### config.mk
export PLATFORM = sky130hd
export DESIGN_NAME = heading_rate_stabilizer
export DESIGN_NICKNAME = d
export VERILOG_FILES = /design/src/rtl/core/hrs_pkg.sv /design/src/rtl/core/heading_rate_stabilizer.sv
export VERILOG_INCLUDE_DIRS = /design/src /design/src/rtl/core
export SDC_FILE = /design/constraint.sdc
export NUM_CORES = 2
export LEC_CHECK = 0
export BUFFER_PORTS_ARGS = -buffer_cell sky130_fd_sc_hd__buf_2
export CORE_MARGIN = 2
export CORE_UTILIZATION = 60
export DETAILED_ROUTE_END_ITERATION = 16
export PLACE_DENSITY = 0.84
export RECOVER_POWER = 25
export SLEW_MARGIN = 40
export SYNTH_ARGS = -nofsm -noshare
export SYNTH_HDL_FRONTEND = slang
export SYNTH_SLANG_ARGS = --single-unit
### constraint.sdc
create_clock -name clk -period 24.3 [get_ports clk]
set_clock_uncertainty 0.15 [all_clocks]
set_input_delay 4.86 -clock clk [delete_from_list [all_inputs] [get_ports clk]]
set_output_delay 4.86 -clock clk [all_outputs]
set_load 0.02 [all_outputs]
### src/rtl/core/heading_rate_stabilizer_macros.svh
// assertion helpers for the heading rate stabilizer
// both expect clk and arst_n in scope
`ifndef HEADING_RATE_STABILIZER_MACROS_SVH
`define HEADING_RATE_STABILIZER_MACROS_SVH

// same-cycle implication
`define HRS_ASSERT_IMP(label, ante, cons, msg) \
	label: assert property (@(posedge clk) disable iff (!arst_n) (ante) |-> (cons)) \
		else $error(msg);

// next-cycle implication
`define HRS_ASSERT_NEXT(label, ante, cons, msg) \
	label: assert property (@(posedge clk) disable iff (!arst_n) (ante) |=> (cons)) \
		else $error(msg);

`endif

### src/rtl/core/hrs_pkg.sv
`timescale 1ns / 1ps
package hrs_pkg;

	localparam int RATE_W  = 16;
	localparam int ANGLE_W = 14;
	localparam int LIMIT_W = 15;
	localparam int GAIN_W  = 16;
	localparam int HOLD_W  = 16;

	// q4.11 angle constants
	localparam logic signed [15:0] PI_Q     = 16'sd6434;
	localparam logic signed [15:0] TWO_PI_Q = 16'sd12868;

	// register map, index = paddr[4:2]
	localparam int REG_IDX_W = 3;
	localparam logic [REG_IDX_W-1:0] REG_RATE_LIMIT   = 3'd0;
	localparam logic [REG_IDX_W-1:0] REG_DEADBAND     = 3'd1;
	localparam logic [REG_IDX_W-1:0] REG_HEADING_GAIN = 3'd2;
	localparam logic [REG_IDX_W-1:0] REG_DAMPING_GAIN = 3'd3;
	localparam logic [REG_IDX_W-1:0] REG_HOLD_PERIODS = 3'd4;

	localparam logic [LIMIT_W-1:0] RATE_LIMIT_RST   = 15'd12868;
	localparam logic [LIMIT_W-1:0] DEADBAND_RST     = 15'd179;
	localparam logic [GAIN_W-1:0]  HEADING_GAIN_RST = 16'd896;
	localparam logic [GAIN_W-1:0]  DAMPING_GAIN_RST = 16'd26;
	localparam logic [HOLD_W-1:0]  HOLD_PERIODS_RST = 16'd150;

	// magnitude of a signed rate, one bit wider so that -32768 fits
	function automatic logic [RATE_W:0] rate_mag(input logic signed [RATE_W-1:0] v);
		logic signed [RATE_W:0] e;
		e = {v[RATE_W-1], v};
		return e[RATE_W] ? (RATE_W+1)'(-e) : (RATE_W+1)'(e);
	endfunction

endpackage

### src/rtl/core/heading_rate_stabilizer.sv
`timescale 1ns / 1ps
// heading rate stabilizer: one stabilized yaw rate per request
// path to m_tvalid: active request through S_ERR, S_MUL, S_ACC, S_UPD, S_MUL, S_ACC, S_DONE; inactive S_ERR, S_DONE
// s_tready is high only in S_IDLE, so a new request waits until the last one has left S_DONE
// the shared multiply / round / clamp unit runs twice per active request, not when inactive
// a result waiting on m_tready holds the sequencer in its last state, S_DONE, until the output register is free
// reset: arst_n clears the sequencer, output valid and history; registers take defaults
`include "heading_rate_stabilizer_macros.svh"
module heading_rate_stabilizer import hrs_pkg::*; (
	input  logic        clk,
	input  logic        arst_n,
	// input request
	input  logic        s_tvalid,
	output logic        s_tready,
	// command_rate[15:0], robot_yaw[29:16], target_heading[43:30], measured_rate[59:44], zero pad
	input  logic [63:0] s_tdata,
	// absolute_heading_on[0], resist_on[1]
	input  logic [1:0]  s_tuser,
	// result
	output logic        m_tvalid,
	input  logic        m_tready,
	// output_rate[15:0]
	output logic [15:0] m_tdata,
	// was_active[0], damping_applied[1]
	output logic [1:0]  m_tuser,
	// configuration
	input  logic        psel,
	input  logic        penable,
	input  logic        pwrite,
	input  logic [4:0]  paddr,
	input  logic [31:0] pwdata,
	output logic [31:0] prdata,
	output logic        pready
);

	// sequencer codes
	localparam logic [2:0] S_IDLE = 3'd0;
	localparam logic [2:0] S_ERR  = 3'd1; // heading error wrap and activity test
	localparam logic [2:0] S_MUL  = 3'd2; // shared multiplier
	localparam logic [2:0] S_ACC  = 3'd3; // round, add, clamp
	localparam logic [2:0] S_UPD  = 3'd4; // hold counter and damping decision
	localparam logic [2:0] S_DONE = 3'd5; // load output register

	localparam int OPA_W  = 18;
	localparam int PROD_W = 35;
	localparam int SCL_W  = PROD_W - 8;
	localparam int SUM_W  = SCL_W + 1;

	// configuration registers
	logic [LIMIT_W-1:0] rate_limit_q;
	logic [LIMIT_W-1:0] deadband_q;
	logic [GAIN_W-1:0]  heading_gain_q;
	logic [GAIN_W-1:0]  damping_gain_q;
	logic [HOLD_W-1:0]  hold_periods_q;

	// sequencer and request
	logic [2:0]                state_q;
	logic                      pass_q;   // 0: heading pass, 1: damping pass
	logic signed [RATE_W-1:0]  cmd_q;
	logic signed [ANGLE_W-1:0] yaw_q;
	logic signed [ANGLE_W-1:0] tgt_q;
	logic signed [RATE_W-1:0]  meas_q;
	logic                      abs_on_q;
	logic                      resist_q;

	// working values
	logic signed [ANGLE_W-1:0] err_q;
	logic signed [OPA_W-1:0]   diff_q;
	logic signed [PROD_W-1:0]  prod_q;
	logic signed [RATE_W-1:0]  t_q;
	logic                      active_q;
	logic                      damp_q;

	// history
	logic signed [RATE_W-1:0]  prev_q;
	logic [HOLD_W-1:0]         hold_q;
	logic                      first_q;

	// output register
	logic                      out_valid_q;
	logic [RATE_W-1:0]         out_rate_q;
	logic                      out_active_q;
	logic                      out_damp_q;

	logic                      cfg_wr;
	logic [REG_IDX_W-1:0]      cfg_idx;
	logic                      in_acc;

	assign pready  = 1'b1;
	assign cfg_wr  = psel & penable & pwrite & pready;
	assign cfg_idx = paddr[4:2];
	assign in_acc  = s_tvalid & s_tready;
	assign s_tready = (state_q == S_IDLE);

	assign m_tvalid = out_valid_q;
	assign m_tdata  = out_rate_q;
	assign m_tuser  = {out_damp_q, out_active_q};

	// register read
	always_comb begin
		unique case (cfg_idx)
			REG_RATE_LIMIT:   prdata = {17'd0, rate_limit_q};
			REG_DEADBAND:     prdata = {17'd0, deadband_q};
			REG_HEADING_GAIN: prdata = {16'd0, heading_gain_q};
			REG_DAMPING_GAIN: prdata = {16'd0, damping_gain_q};
			REG_HOLD_PERIODS: prdata = {16'd0, hold_periods_q};
			default:          prdata = 32'd0;
		endcase
	end

	always_ff @(posedge clk or negedge arst_n) begin
		if (!arst_n) begin
			rate_limit_q   <= RATE_LIMIT_RST;
			deadband_q     <= DEADBAND_RST;
			heading_gain_q <= HEADING_GAIN_RST;
			damping_gain_q <= DAMPING_GAIN_RST;
			hold_periods_q <= HOLD_PERIODS_RST;
		end else if (cfg_wr) begin
			unique case (cfg_idx)
				REG_RATE_LIMIT:   rate_limit_q   <= pwdata[LIMIT_W-1:0];
				REG_DEADBAND:     deadband_q     <= pwdata[LIMIT_W-1:0];
				REG_HEADING_GAIN: heading_gain_q <= pwdata[GAIN_W-1:0];
				REG_DAMPING_GAIN: damping_gain_q <= pwdata[GAIN_W-1:0];
				REG_HOLD_PERIODS: hold_periods_q <= pwdata[HOLD_W-1:0];
				default: ;
			endcase
		end
	end

	// heading error, wrapped once by 2*pi
	logic signed [ANGLE_W:0] raw_err;
	logic signed [15:0]      raw_err_x;
	logic signed [15:0]      wrap_err;
	logic                    active_now;

	always_comb begin
		raw_err   = {tgt_q[ANGLE_W-1], tgt_q} - {yaw_q[ANGLE_W-1], yaw_q};
		raw_err_x = {raw_err[ANGLE_W], raw_err};
		if (raw_err_x > PI_Q)
			wrap_err = raw_err_x - TWO_PI_Q;
		else if (raw_err_x < -PI_Q)
			wrap_err = raw_err_x + TWO_PI_Q;
		else
			wrap_err = raw_err_x;
		active_now = (rate_mag(cmd_q) > {2'b00, deadband_q}) | abs_on_q;
	end

	// shared unit: multiplier operands
	logic signed [OPA_W-1:0]    op_a;
	logic signed [GAIN_W:0]     op_b;
	logic signed [PROD_W-1:0]   prod;

	always_comb begin
		if (pass_q) begin
			op_a = diff_q;
			op_b = {1'b0, damping_gain_q};
		end else begin
			op_a = abs_on_q ? {{(OPA_W-ANGLE_W){err_q[ANGLE_W-1]}}, err_q} : '0;
			op_b = {1'b0, heading_gain_q};
		end
		prod = PROD_W'(op_a * op_b);
	end

	// shared unit: round to nearest (ties up), add to base, clamp to the limit
	logic signed [PROD_W-1:0] rnd;
	logic signed [SCL_W-1:0]  scaled;
	logic signed [RATE_W-1:0] base;
	logic signed [SUM_W-1:0]  sum;
	logic signed [SUM_W-1:0]  lim;
	logic signed [RATE_W-1:0] clamped;

	always_comb begin
		rnd    = prod_q + PROD_W'(128);
		scaled = rnd[PROD_W-1:8];
		base   = pass_q ? t_q : cmd_q;
		sum    = {{(SUM_W-RATE_W){base[RATE_W-1]}}, base} + {scaled[SCL_W-1], scaled};
		lim    = {{(SUM_W-LIMIT_W){1'b0}}, rate_limit_q};
		if (sum > lim)
			clamped = lim[RATE_W-1:0];
		else if (sum < -lim)
			clamped = RATE_W'(-lim);
		else
			clamped = sum[RATE_W-1:0];
	end

	// hold counter and damping decision
	logic              reload;
	logic [HOLD_W-1:0] hold_next;
	logic              damp_now;

	always_comb begin
		reload    = !first_q || (rate_mag(t_q) < rate_mag(prev_q))
		            || (t_q == '0 && prev_q != '0);
		hold_next = reload ? hold_periods_q : hold_q;
		damp_now  = resist_q && (hold_next == '0) && (rate_mag(t_q) < rate_mag(meas_q));
	end

	// request capture, working values and output rate, no reset needed
	always_ff @(posedge clk) begin
		if (in_acc) begin
			cmd_q    <= s_tdata[15:0];
			yaw_q    <= s_tdata[29:16];
			tgt_q    <= s_tdata[43:30];
			meas_q   <= s_tdata[59:44];
			abs_on_q <= s_tuser[0];
			resist_q <= s_tuser[1];
		end
		if (state_q == S_ERR)
			err_q <= wrap_err[ANGLE_W-1:0];
		if (state_q == S_MUL)
			prod_q <= prod;
		if (state_q == S_UPD)
			diff_q <= damp_now
				? ({{(OPA_W-RATE_W){t_q[RATE_W-1]}}, t_q}
				   - {{(OPA_W-RATE_W){meas_q[RATE_W-1]}}, meas_q})
				: '0;
		if (state_q == S_ERR && !active_now)
			t_q <= cmd_q;
		else if (state_q == S_ACC)
			t_q <= clamped;
		if (state_q == S_DONE && (!out_valid_q || m_tready))
			out_rate_q <= t_q;
	end

	// sequencer
	always_ff @(posedge clk or negedge arst_n) begin
		if (!arst_n) begin
			state_q      <= S_IDLE;
			pass_q       <= 1'b0;
			active_q     <= 1'b0;
			damp_q       <= 1'b0;
			prev_q       <= '0;
			hold_q       <= '0;
			first_q      <= 1'b0;
			out_valid_q  <= 1'b0;
			out_active_q <= 1'b0;
			out_damp_q   <= 1'b0;
		end else begin
			// output register loads when free or drained this cycle
			if (state_q == S_DONE && (!out_valid_q || m_tready))
				out_valid_q <= 1'b1;
			else if (m_tready)
				out_valid_q <= 1'b0;
			unique case (state_q)
				S_IDLE: begin
					if (in_acc) begin
						state_q <= S_ERR;
						pass_q  <= 1'b0;
					end
				end
				S_ERR: begin
					active_q <= active_now;
					damp_q   <= 1'b0;
					if (active_now) begin
						state_q <= S_MUL;
					end else begin
						// pass-through period still counts down the hold
						if (hold_q != '0)
							hold_q <= hold_q - HOLD_W'(1);
						state_q <= S_DONE;
					end
				end
				S_MUL: begin
					state_q <= S_ACC;
				end
				S_ACC: begin
					state_q <= pass_q ? S_DONE : S_UPD;
				end
				S_UPD: begin
					first_q <= 1'b1;
					prev_q  <= t_q;
					hold_q  <= (hold_next != '0) ? hold_next - HOLD_W'(1) : '0;
					damp_q  <= damp_now;
					pass_q  <= 1'b1;
					state_q <= S_MUL;
				end
				S_DONE: begin
					if (!out_valid_q || m_tready) begin
						out_active_q <= active_q;
						out_damp_q   <= damp_q;
						state_q      <= S_IDLE;
					end
				end
				default: begin
					state_q <= S_IDLE;
				end
			endcase
		end
	end

	logic [RATE_W:0] out_mag;
	assign out_mag = rate_mag(out_rate_q);

	`HRS_ASSERT_IMP(a_damp_needs_active, out_valid_q && out_damp_q, out_active_q,
		"damping flagged on an inactive result")
	`HRS_ASSERT_NEXT(a_accept_starts_seq, in_acc, state_q == S_ERR,
		"accepted request did not start the sequencer")
	`HRS_ASSERT_IMP(a_active_within_limit, out_valid_q && out_active_q,
		out_mag <= {2'b00, rate_limit_q}, "active result exceeds the rate limit")

endmodule

==> flow_summary.yaml <==
run_status:
  outcome: "complete, but fails checks"
  violations_in_the_final_reports: "capacitance limit, slew limit"
flow_run:
  cap_violations: 3
layout:
  finalNonFillerCells: 3931
  area_growth_syn_to_layout_pct: 7.24
  nets: 3884
  share_of_layout_cells_above_drive_strength_1_pct: 11.5
  antennaDiodeCount: 0
  nFillCells: 3852
logic_synthesis:
  synth_largest_type_area_fraction_pct: 19.1
  synth.distinct_cells: 92
  synth.yosys.warnings: 0
  sequential_cell_area_fraction_in_the_yosys_report_pct: 25.6
  netlist_top_cells_area: "sky130_fd_sc_hd__fa_1 19%, sky130_fd_sc_hd__edfxtp_1 15%, sky130_fd_sc_hd__ha_1 10%, sky130_fd_sc_hd__dfrtp_1 8.4%, sky130_fd_sc_hd__inv_1 5.9%"
  synth_area_per_cell_um2: 9.37
  synth.largest_area_cell: "sky130_fd_sc_hd__fa_1"
  postSynthCellCount: 3178
  ys_seq_elements: 273
  yosys_most_used_dff: "sky130_fd_sc_hd__edfxtp_1"
  number_of_synthesized_flops_with_an_enable_pin: 153
  netlist_area_um2: 29800
  ys_async_sr_fraction_pct: 44.0
clock_network:
  ctsResizeCount: 0
  cts_max_path_buffers: 3
  cts.sinks: 273
  cts_buffers: 27
  htree_num_levels: 1
  clock-root-buffer: "sky130_fd_sc_hd__clkbuf_16"
  number_of_buffers_inserted_to_repair_setup_after_cts: 0
  clk-insertion-delay-late_ns: 0.57
  worst_setup_hold_path_clk_slew_ns: 0.06
  cts_hold_repair.buffers: 0
  cts_tree: "built"
placement:
  place_congestion: 0.966
  place.detailed.hpwl_mm: 61.6
  placedCellCount: 3881
  placement.io_buffers: 123
sta:
  fmax_mhz: 86.0
  rsz_0062_raised_after_global_routing: "false"
  setup_viol_count_final: 0
  hold_violations: 0
  worst_slew_pin_slew_ns: 2.23
  fin_crit_ns: 11.63
  fin_crit_sh_pct: 47.9
  timing.max_slew.rel_slack_pct: -49.4
  fin_tns_setup_ns: 0
  hold_ws_ns: 0.353
  maxSlewViolCount: 114
drt:
  router_iterations_before_antenna_repair: 10
  drt-initial-drc-count: 2418
  post-route-drc-count: 0
  route.detailed.vias_per_inst: 6.12
  route.detailed.wl_per_inst_um: 20.1
  vias: 24100
  final_wl_mm: 78.8
  antenna_left: 0
die:
  ios: 163
  num_rows: 81
  placeableCoreArea_um2: 49000
  chipHeight_um: 227
  floorplan.initialDensity_pct: 60.9
  die_width_um: 227
  die_area_um2: 51400
global_route:
  globalRoute.totalOverflow: 0
  grt_max_degree: 86
  grt_pass1_vias: 24300
  grt.total_usage_pct: 31.4
  antenna_found_initial: 3
  grt_pass1_wl_mm: 126
worst_hold_path:
  hp-class: "reg -> reg"
worst_setup_path:
  crit_path_max_incr_delay_ns: 0.53
  worst_setup_path_end_kind: "output port"
  critical-path-slowest-cell: "sky130_fd_sc_hd__nor2_2"
  crit_fanout: 22
  timing.setup.critical_path_class: "in -> out"
  worst-path-buf-inv: 3
  crit_required_ns: 19.29
  crit_arrival_ns: 6.62
  worst_path_most_repeated_cell: "sky130_fd_sc_hd__buf_2"
  nature_of_the_critical_path_startpoint: "input port"
  worstPathCellList: "buf_2, inv_1, nor2_2, a22oi_1, o22ai_1, buf_2"
  critical_path.top_delay_family: "buffers and inverters"
cells in the mapped netlist, types with 21 or more instances:
library cell               number
sky130_fd_sc_hd__nor4_1        31
sky130_fd_sc_hd__mux2i_1       30
sky130_fd_sc_hd__inv_1        468
sky130_fd_sc_hd__nand3_1       41
sky130_fd_sc_hd__a21o_1        43
sky130_fd_sc_hd__nor3_1        47
sky130_fd_sc_hd__o21ai_0      113
sky130_fd_sc_hd__o21a_1        28
sky130_fd_sc_hd__a22oi_1       44
sky130_fd_sc_hd__a21oi_1       94
sky130_fd_sc_hd__nor2_1       257
sky130_fd_sc_hd__o22ai_1       24
sky130_fd_sc_hd__ha_1         244
sky130_fd_sc_hd__mux2_2        96
sky130_fd_sc_hd__o211ai_1      27
sky130_fd_sc_hd__nand2b_1      30
sky130_fd_sc_hd__nand4_1       24
sky130_fd_sc_hd__clkbuf_1      94
sky130_fd_sc_hd__xor2_1        57
sky130_fd_sc_hd__nor2b_1       21
sky130_fd_sc_hd__edfxtp_1     153
sky130_fd_sc_hd__fa_1         284
sky130_fd_sc_hd__xnor2_1      130
sky130_fd_sc_hd__dfrtp_1      100
sky130_fd_sc_hd__nand2_1      343
cell families (layout without fill, tap and decap cells):
family | Yosys count | in the layout | synth area share, %
other | 2 | 21 | 0.0252
buffers and inverters | 599 | 669 | 7.91
AOI/OAI and AO/OA | 562 | 562 | 13.1
xor gates and xnor gates | 187 | 187 | 5.50
DFF | 273 | 273 | 25.6
muxes | 126 | 126 | 4.64
adders and majority gates | 528 | 528 | 29.3
and+or+nand+nor | 901 | 901 | 13.9
layer usage:
metal	share of wire, %	up-vias	wire [um]	global-route usage (%)
met3	9.7	316	7630	6.60
met1	38	11600	30100	39.7
li1	-	10900	-	-
met4	5.4	4	4240	14.5
met5	0.036	-	28	0
met2	47	1210	36800	51.8
worst paths after layout:
check / slack [ns] / start / depth (start not counted) / to
setup / recovery: 12.67 / paddr[4] / 6 / prdata[10]
hold / removal: 0.35 / first_q / 1 / first_q
setup reg to reg: 15.17 / pass_q / 24 / prod_q[34]
hold reg to reg: 0.35 / first_q / 1 / first_q
max in group asynchronous: 18.77 / arst_n / 2 / damping_gain_q[15]
min in group asynchronous: 4.11 / arst_n / 1 / active_q
final cells by class:
type / instances / area [um2] / share of cell area (%)
multi-input cells: 2325 / 20000 / 62.5
clock inverters: 18 / 234 / 0.732
inverters: 468 / 1760 / 5.50
repair buffers: 151 / 825 / 2.58
clock buffers: 32 / 724 / 2.27
flip-flops and latches: 273 / 7620 / 23.9
well taps: 664 / 831 / 2.60
placed cells by master, fill, tap and decap left out, types with 24 or more instances in the layout:
master,n
sky130_fd_sc_hd__nand3_1,40
sky130_fd_sc_hd__buf_4,25
sky130_fd_sc_hd__ha_1,244
sky130_fd_sc_hd__a21o_1,43
sky130_fd_sc_hd__a22oi_1,44
sky130_fd_sc_hd__nor3_1,45
sky130_fd_sc_hd__mux2i_1,29
sky130_fd_sc_hd__o211ai_1,27
sky130_fd_sc_hd__xor2_1,57
sky130_fd_sc_hd__nor4_1,29
sky130_fd_sc_hd__o22ai_1,24
sky130_fd_sc_hd__fa_1,283
sky130_fd_sc_hd__nand2b_1,30
sky130_fd_sc_hd__a21oi_1,93
sky130_fd_sc_hd__dfrtp_1,99
sky130_fd_sc_hd__edfxtp_1,153
sky130_fd_sc_hd__inv_1,467
sky130_fd_sc_hd__mux2_2,96
sky130_fd_sc_hd__nand4_1,24
sky130_fd_sc_hd__clkbuf_16,27
sky130_fd_sc_hd__buf_2,123
sky130_fd_sc_hd__o21a_1,28
sky130_fd_sc_hd__nand2_1,342
sky130_fd_sc_hd__o21ai_0,114
sky130_fd_sc_hd__xnor2_1,130
sky130_fd_sc_hd__nor2_1,254
state kept, by name (all words and copies together) (netlist names), 15 cells and up:
| register | count |
|---|---|
| rate_limit_q | 15 |
| cmd_q | 16 |
| prev_q | 16 |
| prod_q | 28 |
| meas_q | 16 |
| hold_q | 16 |
| t_q | 16 |
| heading_gain_q | 16 |
| damping_gain_q | 16 |
| deadband_q | 15 |
| m_tdata | 16 |
| diff_q | 17 |
| hold_periods_q | 16 |
per-stage QoR:
stage                     instance area [um2]  setup slack, ns  utilization (%)
after floorplan                         29900            12.98                -
after global placement                  30900            12.54             63.2
after detailed placement                31000            12.46             63.3
after CTS                               31900            12.47             65.2
after global routing                    31900            12.54             65.3
final                                   31900            12.67             65.3
Power is left out: the tool's default activity adds up to more than one toggle a clock period on the data nets, which glitch-free logic cannot reach.
